**src/hw/rtl/bps_pkg.sv**
```systemverilog
// Shared types and constants for the byte pattern scanner.
package bps_pkg;

    localparam int CFG_IDX_BITS    = 3;
    localparam int ADDR_FIELD_BITS = 48;
    localparam int TOTAL_BITS      = 14;
    localparam int PLEN_BITS       = 6;
    localparam int PAT_WORDS       = 4;
    localparam int PAT_WORD_BITS   = 64;
    localparam int RBUF_DEPTH      = 8;
    localparam int RB_PTR_BITS     = $clog2(RBUF_DEPTH);
    localparam int RB_CNT_BITS     = $clog2(RBUF_DEPTH + 1);

    localparam logic [TOTAL_BITS-1:0] HARD_RESULT_CAP      = TOTAL_BITS'(10000);
    localparam logic [TOTAL_BITS-1:0] DEFAULT_RESULT_LIMIT = TOTAL_BITS'(1000);

    typedef enum logic [CFG_IDX_BITS-1:0] {
        CFG_PAT0  = 3'd0,
        CFG_PAT1  = 3'd1,
        CFG_PAT2  = 3'd2,
        CFG_PAT3  = 3'd3,
        CFG_LEN   = 3'd4,
        CFG_LIMIT = 3'd5,
        CFG_START = 3'd6
    } t_cfg_idx;

    typedef enum logic {
        RK_MATCH   = 1'b0,
        RK_SUMMARY = 1'b1
    } t_kind;

    typedef struct packed {
        t_kind                      kind;
        logic [ADDR_FIELD_BITS-1:0] match_address;
        logic [TOTAL_BITS-1:0]      match_total;
        logic                       truncated;
        logic                       run_last;
    } t_result;

    typedef struct packed {
        logic vld_a;
        logic vld_b;
    } t_rb_push;

endpackage

```
**src/hw/rtl/byte_pattern_scanner_core.sv**
```systemverilog
// Top level of the byte pattern scanner: config, cell row, match stage, result queue.
// Timing: an accepted item is registered in the cell row and stage A, and its
//   results in the result queue. Throughput: one item per cycle through the cell
//   row; an end-of-region item that also matches gives two results, handed out in
//   turn. Ready drops when the 8-entry queue cannot hold results of items in flight.
// Reset: config returns to defaults, scan counters and queue clear; window bytes do not.
module byte_pattern_scanner_core import bps_pkg::*; #(
    parameter int MAX_PATTERN_BYTES = 32,
    parameter int ADDRESS_BITS      = 48
) (
    input  logic                       i_clk,
    input  logic                       i_rst_n,
    input  logic                       i_cfg_valid,
    output logic                       o_cfg_ready,
    input  logic [CFG_IDX_BITS-1:0]    i_cfg_index,
    input  logic [PAT_WORD_BITS-1:0]   i_cfg_data,
    input  logic                       i_in_valid,
    output logic                       o_in_ready,
    input  logic [7:0]                 i_data_byte,
    input  logic                       i_region_end,
    output logic                       o_out_valid,
    input  logic                       i_out_ready,
    output logic                       o_result_kind,
    output logic [ADDR_FIELD_BITS-1:0] o_match_address,
    output logic [TOTAL_BITS-1:0]      o_match_total,
    output logic                       o_truncated,
    output logic                       o_run_last
);

    localparam int NB = MAX_PATTERN_BYTES;
    localparam int LW = $clog2(NB + 1);
    localparam int AB = ADDRESS_BITS;

    // configuration
    logic [PAT_WORD_BITS-1:0]   r_pat [PAT_WORDS];
    logic [PLEN_BITS-1:0]       r_len;
    logic [TOTAL_BITS-1:0]      r_limit;
    logic [ADDR_FIELD_BITS-1:0] r_start;

    always_ff @(posedge i_clk) begin
        if (!i_rst_n) begin
            r_pat[0] <= '0;
            r_pat[1] <= '0;
            r_pat[2] <= '0;
            r_pat[3] <= '0;
            r_len    <= PLEN_BITS'(1);
            r_limit  <= DEFAULT_RESULT_LIMIT;
            r_start  <= '0;
        end else if (i_cfg_valid) begin
            unique case (t_cfg_idx'(i_cfg_index))
                CFG_PAT0:  r_pat[0] <= i_cfg_data;
                CFG_PAT1:  r_pat[1] <= i_cfg_data;
                CFG_PAT2:  r_pat[2] <= i_cfg_data;
                CFG_PAT3:  r_pat[3] <= i_cfg_data;
                CFG_LEN:   r_len    <= i_cfg_data[PLEN_BITS-1:0];
                CFG_LIMIT: r_limit  <= i_cfg_data[TOTAL_BITS-1:0];
                CFG_START: r_start  <= i_cfg_data[ADDR_FIELD_BITS-1:0];
                default: ;
            endcase
        end
    end

    assign o_cfg_ready = 1'b1;

    // pattern aligned to the newest end of the window
    logic [LW-1:0]                   n_len_eff;
    logic [LW-1:0]                   n_shamt;
    logic [PAT_WORDS*PAT_WORD_BITS-1:0] n_pat_vec;
    logic [NB*8-1:0]                 n_pat_lo;
    logic [NB*8-1:0]                 n_align;

    assign n_len_eff = (r_len > PLEN_BITS'(NB)) ? LW'(NB) : LW'(r_len);
    assign n_shamt   = LW'(NB) - n_len_eff;
    assign n_pat_vec = {r_pat[3], r_pat[2], r_pat[1], r_pat[0]};
    assign n_pat_lo  = n_pat_vec[NB*8-1:0];
    assign n_align   = n_pat_lo << {n_shamt, 3'b000};

    // cell row, index NB-1 holds the newest byte
    logic          n_in_acc;
    logic [7:0]    w_win [NB];
    logic [NB-1:0] w_ok;

    assign n_in_acc = i_in_valid && o_in_ready;

    for (genvar p = 0; p < NB; p++) begin : g_cell
        logic [7:0] w_src;
        if (p == NB - 1) begin : g_head
            assign w_src = i_data_byte;
        end else begin : g_body
            assign w_src = w_win[p+1];
        end
        bps_cell u_cell (
            .i_clk    (i_clk),
            .i_shift  (n_in_acc),
            .i_byte   (w_src),
            .i_pat    (n_align[8*p +: 8]),
            .i_active (LW'(p) >= n_shamt),
            .o_byte   (w_win[p]),
            .o_ok     (w_ok[p])
        );
    end

    // stage A: fill and byte count alongside the shift
    logic [LW-1:0] r_fill;
    logic [AB-1:0] r_seen;
    logic          r_a_vld;
    logic          r_a_last;
    logic          r_a_fill_ok;
    logic [AB-1:0] r_a_seen;
    logic [LW-1:0] n_fill;
    logic [AB-1:0] n_seen;

    assign n_fill = (r_fill == LW'(NB)) ? r_fill : r_fill + LW'(1);
    assign n_seen = r_seen + AB'(1);

    always_ff @(posedge i_clk) begin
        if (!i_rst_n) begin
            r_fill  <= '0;
            r_seen  <= '0;
            r_a_vld <= 1'b0;
        end else begin
            r_a_vld <= n_in_acc;
            if (n_in_acc) begin
                r_fill <= i_region_end ? '0 : n_fill;
                r_seen <= i_region_end ? '0 : n_seen;
            end
        end
    end

    always_ff @(posedge i_clk) begin
        if (n_in_acc) begin
            r_a_last    <= i_region_end;
            r_a_fill_ok <= (n_fill >= n_len_eff);
            r_a_seen    <= n_seen;
        end
    end

    // stage B: match decision, counters, results
    logic [TOTAL_BITS-1:0]      r_cnt;
    logic                       r_limh;
    logic                       n_hit;
    logic [TOTAL_BITS-1:0]      n_elim;
    logic [TOTAL_BITS-1:0]      n_cnt_inc;
    logic [TOTAL_BITS-1:0]      n_cnt;
    logic                       n_limh;
    logic [AB+ADDR_FIELD_BITS-1:0] n_start_ext;
    logic [AB-1:0]              n_addr;
    logic [AB+ADDR_FIELD_BITS-1:0] n_addr_ext;
    t_result                    n_res_m;
    t_result                    n_res_s;
    t_rb_push                   n_push;

    assign n_hit = r_a_vld && !r_limh && (n_len_eff != '0) && r_a_fill_ok && (&w_ok);
    assign n_elim = (r_limit == '0) ? TOTAL_BITS'(1) :
                    (r_limit > HARD_RESULT_CAP) ? HARD_RESULT_CAP : r_limit;
    assign n_cnt_inc = r_cnt + TOTAL_BITS'(1);
    assign n_cnt     = n_hit ? n_cnt_inc : r_cnt;
    assign n_limh    = r_limh || (n_hit && (n_cnt_inc >= n_elim));

    assign n_start_ext = {{AB{1'b0}}, r_start};
    assign n_addr      = n_start_ext[AB-1:0] + r_a_seen - AB'(n_len_eff);
    assign n_addr_ext  = {{ADDR_FIELD_BITS{1'b0}}, n_addr};

    always_comb begin
        n_res_m.kind          = RK_MATCH;
        n_res_m.match_address = n_addr_ext[ADDR_FIELD_BITS-1:0];
        n_res_m.match_total   = n_cnt;
        n_res_m.truncated     = n_limh;
        n_res_m.run_last      = !r_a_last;
        n_res_s.kind          = RK_SUMMARY;
        n_res_s.match_address = '0;
        n_res_s.match_total   = n_cnt;
        n_res_s.truncated     = n_limh;
        n_res_s.run_last      = 1'b1;
        n_push.vld_a          = r_a_vld && (n_hit || r_a_last);
        n_push.vld_b          = r_a_vld && n_hit && r_a_last;
    end

    always_ff @(posedge i_clk) begin
        if (!i_rst_n) begin
            r_cnt  <= '0;
            r_limh <= 1'b0;
        end else if (r_a_vld) begin
            r_cnt  <= r_a_last ? '0 : n_cnt;
            r_limh <= r_a_last ? 1'b0 : n_limh;
        end
    end

    // result queue
    logic                   w_q_valid;
    t_result                w_q_head;
    logic [RB_CNT_BITS-1:0] w_q_count;
    logic [RB_CNT_BITS:0]   n_need;

    bps_rbuf u_rbuf (
        .i_clk   (i_clk),
        .i_rst_n (i_rst_n),
        .i_push  (n_push),
        .i_res_a (n_hit ? n_res_m : n_res_s),
        .i_res_b (n_res_s),
        .i_pop   (i_out_ready),
        .o_valid (w_q_valid),
        .o_head  (w_q_head),
        .o_count (w_q_count)
    );

    assign n_need     = {1'b0, w_q_count} + (r_a_vld ? (RB_CNT_BITS+1)'(2) : '0);
    assign o_in_ready = (n_need <= (RB_CNT_BITS+1)'(RBUF_DEPTH - 2));

    assign o_out_valid     = w_q_valid;
    assign o_result_kind   = w_q_head.kind;
    assign o_match_address = w_q_head.match_address;
    assign o_match_total   = w_q_head.match_total;
    assign o_truncated     = w_q_head.truncated;
    assign o_run_last      = w_q_head.run_last;

endmodule

```
**src/hw/rtl/bps_cell.sv**
```systemverilog
// One window cell: holds a byte, passes it to the older neighbor, compares it.
module bps_cell (
    input  logic       i_clk,
    input  logic       i_shift,
    input  logic [7:0] i_byte,
    input  logic [7:0] i_pat,
    input  logic       i_active,
    output logic [7:0] o_byte,
    output logic       o_ok
);

    logic [7:0] r_byte;

    always_ff @(posedge i_clk) begin
        if (i_shift) begin
            r_byte <= i_byte;
        end
    end

    assign o_byte = r_byte;
    assign o_ok   = !i_active || (r_byte == i_pat);

endmodule

```
**src/hw/rtl/bps_rbuf.sv**
```systemverilog
// Result queue: takes up to two results per cycle, hands out one per cycle while popped.
module bps_rbuf import bps_pkg::*; (
    input  logic                   i_clk,
    input  logic                   i_rst_n,
    input  t_rb_push               i_push,
    input  t_result                i_res_a,
    input  t_result                i_res_b,
    input  logic                   i_pop,
    output logic                   o_valid,
    output t_result                o_head,
    output logic [RB_CNT_BITS-1:0] o_count
);

    t_result                r_mem [RBUF_DEPTH];
    logic [RB_PTR_BITS-1:0] r_wr;
    logic [RB_PTR_BITS-1:0] r_rd;
    logic [RB_CNT_BITS-1:0] r_count;
    logic [RB_PTR_BITS-1:0] n_wr_b;
    logic [RB_CNT_BITS-1:0] n_push;
    logic                   n_pop;

    assign n_wr_b = r_wr + RB_PTR_BITS'(1);
    assign n_push = RB_CNT_BITS'(i_push.vld_a) + RB_CNT_BITS'(i_push.vld_b);
    assign n_pop  = i_pop && o_valid;

    always_ff @(posedge i_clk) begin
        if (i_push.vld_a) begin
            r_mem[r_wr] <= i_res_a;
        end
        if (i_push.vld_b) begin
            r_mem[n_wr_b] <= i_res_b;
        end
    end

    always_ff @(posedge i_clk) begin
        if (!i_rst_n) begin
            r_wr    <= '0;
            r_rd    <= '0;
            r_count <= '0;
        end else begin
            r_wr    <= r_wr + n_push[RB_PTR_BITS-1:0];
            r_count <= r_count + n_push - RB_CNT_BITS'(n_pop);
            if (n_pop) begin
                r_rd <= r_rd + RB_PTR_BITS'(1);
            end
        end
    end

    assign o_valid = (r_count != '0);
    assign o_head  = r_mem[r_rd];
    assign o_count = r_count;

endmodule

```
**config.mk**
```make
export PLATFORM = sky130hd
export DESIGN_NAME = byte_pattern_scanner_core
export DESIGN_NICKNAME = d
export VERILOG_FILES = /design/src/hw/rtl/bps_pkg.sv /design/src/hw/rtl/byte_pattern_scanner_core.sv /design/src/hw/rtl/bps_cell.sv /design/src/hw/rtl/bps_rbuf.sv
export SDC_FILE = /design/constraint.sdc
export NUM_CORES = 2
export LEC_CHECK = 0
export BUFFER_PORTS_ARGS = -buffer_cell sky130_fd_sc_hd__buf_2
export CELL_PAD_IN_SITES_DETAIL_PLACEMENT = 1
export CELL_PAD_IN_SITES_GLOBAL_PLACEMENT = 2
export CORE_ASPECT_RATIO = 0.5
export CORE_MARGIN = 5
export CORE_UTILIZATION = 43
export CTS_CLUSTER_DIAMETER = 60
export DETAILED_ROUTE_END_ITERATION = 7
export GPL_ROUTABILITY_DRIVEN = 0
export PLACE_DENSITY = 0.86
export RECOVER_POWER = 25
export SETUP_SLACK_MARGIN = 0.02
export SKIP_CTS_REPAIR_TIMING = 1
export SLEW_MARGIN = 20
export SYNTH_ARGS = -nofsm -noshare
export SYNTH_HDL_FRONTEND = slang
export SYNTH_SLANG_ARGS = --single-unit
```
**constraint.sdc**
```tcl
create_clock -name i_clk -period 15.32 [get_ports i_clk]
set_input_delay 0.766 -clock i_clk [delete_from_list [all_inputs] [get_ports i_clk]]
set_output_delay 0.766 -clock i_clk [all_outputs]
set_load 0.005 [all_outputs]
```
==> results.txt <==
- The number of clock buffers added by TritonCTS is 121.
- Internal power: 6.34 mW
- Dividing the detail-routed wire length by the instance count gives 32.4 um.
- Count of boundary I/O pins: 149
* Type of destination of the critical path: flip-flop
* Count of TritonRoute iterations in the first routing pass: 7
- Violated checks: capacitance limit, slew limit
* Largest net degree at the start of global routing: 251
- In this run, synthesis produced a sequential element count of 1233.
- Part of the power in the clock network: 31.6%
- Total grt overflow: 0
* Transition time at the pin with the least slew margin: 4360 ps
* CTS tree: built
- Via density per instance: 6.88
- The final hold violation count was 0.
* Count of clock tree sinks: 1233
- Number of rows in the core area: 108
- Clock insertion delay at the later pin of the skew report: 790 ps
- Counting every net in the synthesized netlist gives 7543.
- The count of pins over their slew limit was 383.
- Of all nets on the critical path, the largest fanout is 250.
* Number of H-tree branching levels: 3
- Summing the sequential cell areas from Yosys gives 42.2% of the chip area.
- The post-route netlist has 13.6% of its cells at a drive strength greater than 1.
- Power share of the combinational group: 26.8%
* Pwr/cell area: 124 mW/mm2
* Ordered cell list for the critical path: nor2b_4, inv_12, ha_1, nor4b_1, a2111o_2, buf_4, nand2_2, buf_4, a21oi_1, a211oi_1, xnor2_1, nor4_1, nand2_1, a2111oi_0, a31oi_1, buf_4, or4_4, buf_12, buf_4, o311ai_0, a21oi_1
* Height of the die: 305 um
- The final critical path takes up 74.2% of the cycle.
- The tree is rooted in a sky130_fd_sc_hd__clkbuf_16.
- Cell taking the most area after synthesis: sky130_fd_sc_hd__edfxtp_1
- Worst clock skew: 25.8 ps
- Relative to the synthesized area, the layout overhead comes to 8.29%.
* Count of mapped cells out of synthesis: 7325
- Commonest cells after routing, fill and taps aside: sky130_fd_sc_hd__a21oi_1 (689), sky130_fd_sc_hd__edfxtp_1 (682), sky130_fd_sc_hd__mux2i_1 (555)
- The worst pin sits at a relative slew slack of -191%.
- Most used flip-flop cell after synthesis: sky130_fd_sc_hd__edfxtp_1
- The synthesized netlist devotes 3.53% of its cell area to XOR and XNOR gates.
- Worst-path clk slew: 70 ps
- Max-cap violations in this run came to 9.
- Unique masters post-synth: 99
- The slowest stage of the critical path is the sky130_fd_sc_hd__a2111oi_0 cell.
- The synthesized netlist devotes 17.1% of its cell area to compound gates.
- The run finished, with violations left.
- Slack of the worst reg-to-reg path: 3950 ps
* Summed instance area of the synthesized netlist: 0.0748 mm2
- Port buffering added 147 buffers.
- Final worst path period need: 11370 ps
- After synthesis, the largest family of logic cells by area is compound AO/OA/AOI/OAI gates.
- The first global-routing pass estimated 445 mm of wire.
- In this run the mean area of a mapped cell was 10.2 um2.
- Fraction of synthesized cell area taken by the top area cell type: 27.4%
- Of the total synthesized cell area, the portion taken by full adders, half adders and majority gates is 2.37%.
* Switching Fraction: 36.6%
- Vias in the first global route: 64.0k
- Detailed Route Iter0 Violations: 8946
- Total global routing track utilization: 32.1%
- Highest clock frequency the design can meet: 87.9 MHz
- By instance count, the cell type seen most on the critical path is sky130_fd_sc_hd__buf_4.
* Worst Reg2Reg Path Length in Cells: 21
* Synthesized-area fraction occupied by and/or/nand/nor cells: 12.9%
- Worst Setup Path Type: flip-flop to flip-flop
- Cell area reported after detailed placement: 0.0768 mm2
* Hold-critical path endpoint: g_cell[31].u_cell.o_byte[7]$_DFFE_PP_
- Maximum cell stage delay along the critical path: 1060 ps
- Wires add up to 306 mm.
* Most common cell after layout, fill and taps aside: sky130_fd_sc_hd__a21oi_1
- Critical register-to-register path startpoint: r_len[5]$_SDFFE_PN0P_
- In this run the remaining antenna-violating nets after routing total 0.
* Setup TNS after final layout: 0 ps
* Critical path data required time: 15950 ps
* Setup-failing EPs final: 0
- The total area inside the core boundary comes to 0.173 mm2.
- Maximum clock insertion buffer count: 3
- R2r endpoint: u_rbuf.r_mem[7][27]$_SDFFE_PP0N_
- Switching power: 3.66 mW
- For this run, design rule violations remaining after detail routing come to 0.
* Detailed-route via count: 65.0k
* Post-route design area: 0.0809 mm2
* Worst vdd rail ir drop: 0.111 mV
* Placed wire-length estimate: 201 mm
- Startpoint of the most critical hold path: i_data_byte[7]
* Reg power frac: 41.6%
- During synthesis, Yosys emitted a total of 0 warnings.
- The die covers 0.183 mm2.
* Top cell family by delay on the critical path: compound AO/OA/AOI/OAI gates
- The number of antenna violations at the first check in global routing was 17.
- Static leakage power: 27.3 nW
- Of the post-synthesis cell area, the part taken by muxes is 16.4%.
- # nets final: 7238
- Along the worst hold path, the cell count comes to 1.
- The floorplan step set the die width to 600 um.
- Fraction of registers with async set/reset: 0%
- Starting density of the core: 43.2%
- Yosys mapped a number of flops with a built-in enable equal to 682.
* Total buffers and inverters traversed by the critical path: 6
* Kind of start point of the critical path: flip-flop
* Synth area leaders: sky130_fd_sc_hd__edfxtp_1 (27%), sky130_fd_sc_hd__dfxtp_1 (15%), sky130_fd_sc_hd__mux2i_1 (7.4%)
* Unrepaired setup endpoints after global routing: false
* Arrival time of the worst setup path: 12000 ps
- The worst hold path belongs to the class input port to flip-flop.
[power by group through the flow]
stage | logic (mW) | registers, mW | clock network, mW
final | 2.68 | 4.16 | 3.16
after floorplan | 1.64 | 4.11 | 0
after global placement | 2.52 | 4.20 | 0
after detailed placement | 2.54 | 4.21 | 0
after CTS | 2.56 | 4.15 | 3.17
after global routing | 2.79 | 4.18 | 3.33
[routing by layer]
layer  track usage, %  routed length [um]  vias up
met5                0                  82        -
met4             15.3               17000        4
met3             7.41               32000      837
met2             49.4              136000     3882
met1             42.9              121000    32800
li1                 -                   -    27500
[stage by stage]
stage	cells	worst slack, ps	utilization [%]	hold slack [ps]	total power, mW
2_1_floorplan	7325	4100	-	426	5.76
4_1_cts	9435	4490	46.7	118	9.88
3_5_place_dp	9205	4560	44.4	449	6.76
3_3_place_gp	9205	4800	44.3	442	6.71
5_1_grt	9442	3910	46.8	124	10.3
6_report	9444	3950	46.8	148	10.0
[sequential cells by signal (all words and copies together), names as in the netlist, named ones only]
signal / cells
r_cnt: 14
r_limit: 14
u_rbuf.r_wr: 3
r_a_seen: 48
u_rbuf.r_mem: 520
r_seen: 48
r_len: 6
r_a_vld: 1
r_a_last: 1
u_rbuf.r_rd: 3
r_a_fill_ok: 1
r_fill: 6
g_cell.u_cell.o_byte: 256
r_start: 48
r_limh: 1
r_pat: 256
u_rbuf.o_count: 4
[Yosys cell counts, drive strengths merged (25+ instances only)]
cell type  number
o32ai          30
o211ai         30
ha            129
nor4           34
nand3         432
edfxtp        682
a22oi         150
mux4          228
or3            40
a31oi          82
nand4         126
o22ai          68
a21oi         690
a211oi         25
and2          288
mux2          139
buf           257
o311ai        393
clkbuf        460
inv           261
xnor2         169
nor3           82
o21ai         163
dfxtp         551
mux2i         556
xor2          129
nand2         394
a21o           53
nor2          251
and3           53
[kinds of logic after synthesis]
kind of cell / count (synthesis)
AO/OA/AOI/OAI: 1901
other: 1
multiplexers: 923
XOR/XNOR: 298
adder cells (fa/ha/maj): 137
buffers and inverters: 980
flip-flops: 1233
AND/OR/NAND/NOR: 1852
[final cells by class]
type                    count  area (um2)
repair buffers            289        1860
well taps                2310        2890
clock inverters            76         792
clock buffers             154        3260
inverters                 263        1020
diodes                      7        17.5
multi-input cells        5112       39600
fillers                 18800       92200
flip-flops and latches   1233       31500
[worst max-delay path by stage]
stage	start	to	slack, ps	cells after the start
finish	r_len[5]$_SDFFE_PN0P_	u_rbuf.r_mem[7][27]$_SDFFE_PP0N_	3950	21
global route	r_len[5]$_SDFFE_PN0P_	u_rbuf.r_mem[0][20]$_SDFFE_PP0P_	3910	19
CTS	r_len[5]$_SDFFE_PN0P_	u_rbuf.r_mem[0][5]$_DFFE_PP_	4490	18
detailed placement	r_len[5]$_SDFFE_PN0P_	u_rbuf.r_mem[0][6]$_DFFE_PP_	4560	18
global placement	r_len[5]$_SDFFE_PN0P_	u_rbuf.r_mem[0][5]$_DFFE_PP_	4800	17
floorplan	r_a_vld$_SDFF_PN0_	r_fill[0]$_SDFFE_PN0P_	4100	10
(Power assumes the default switching activity.)
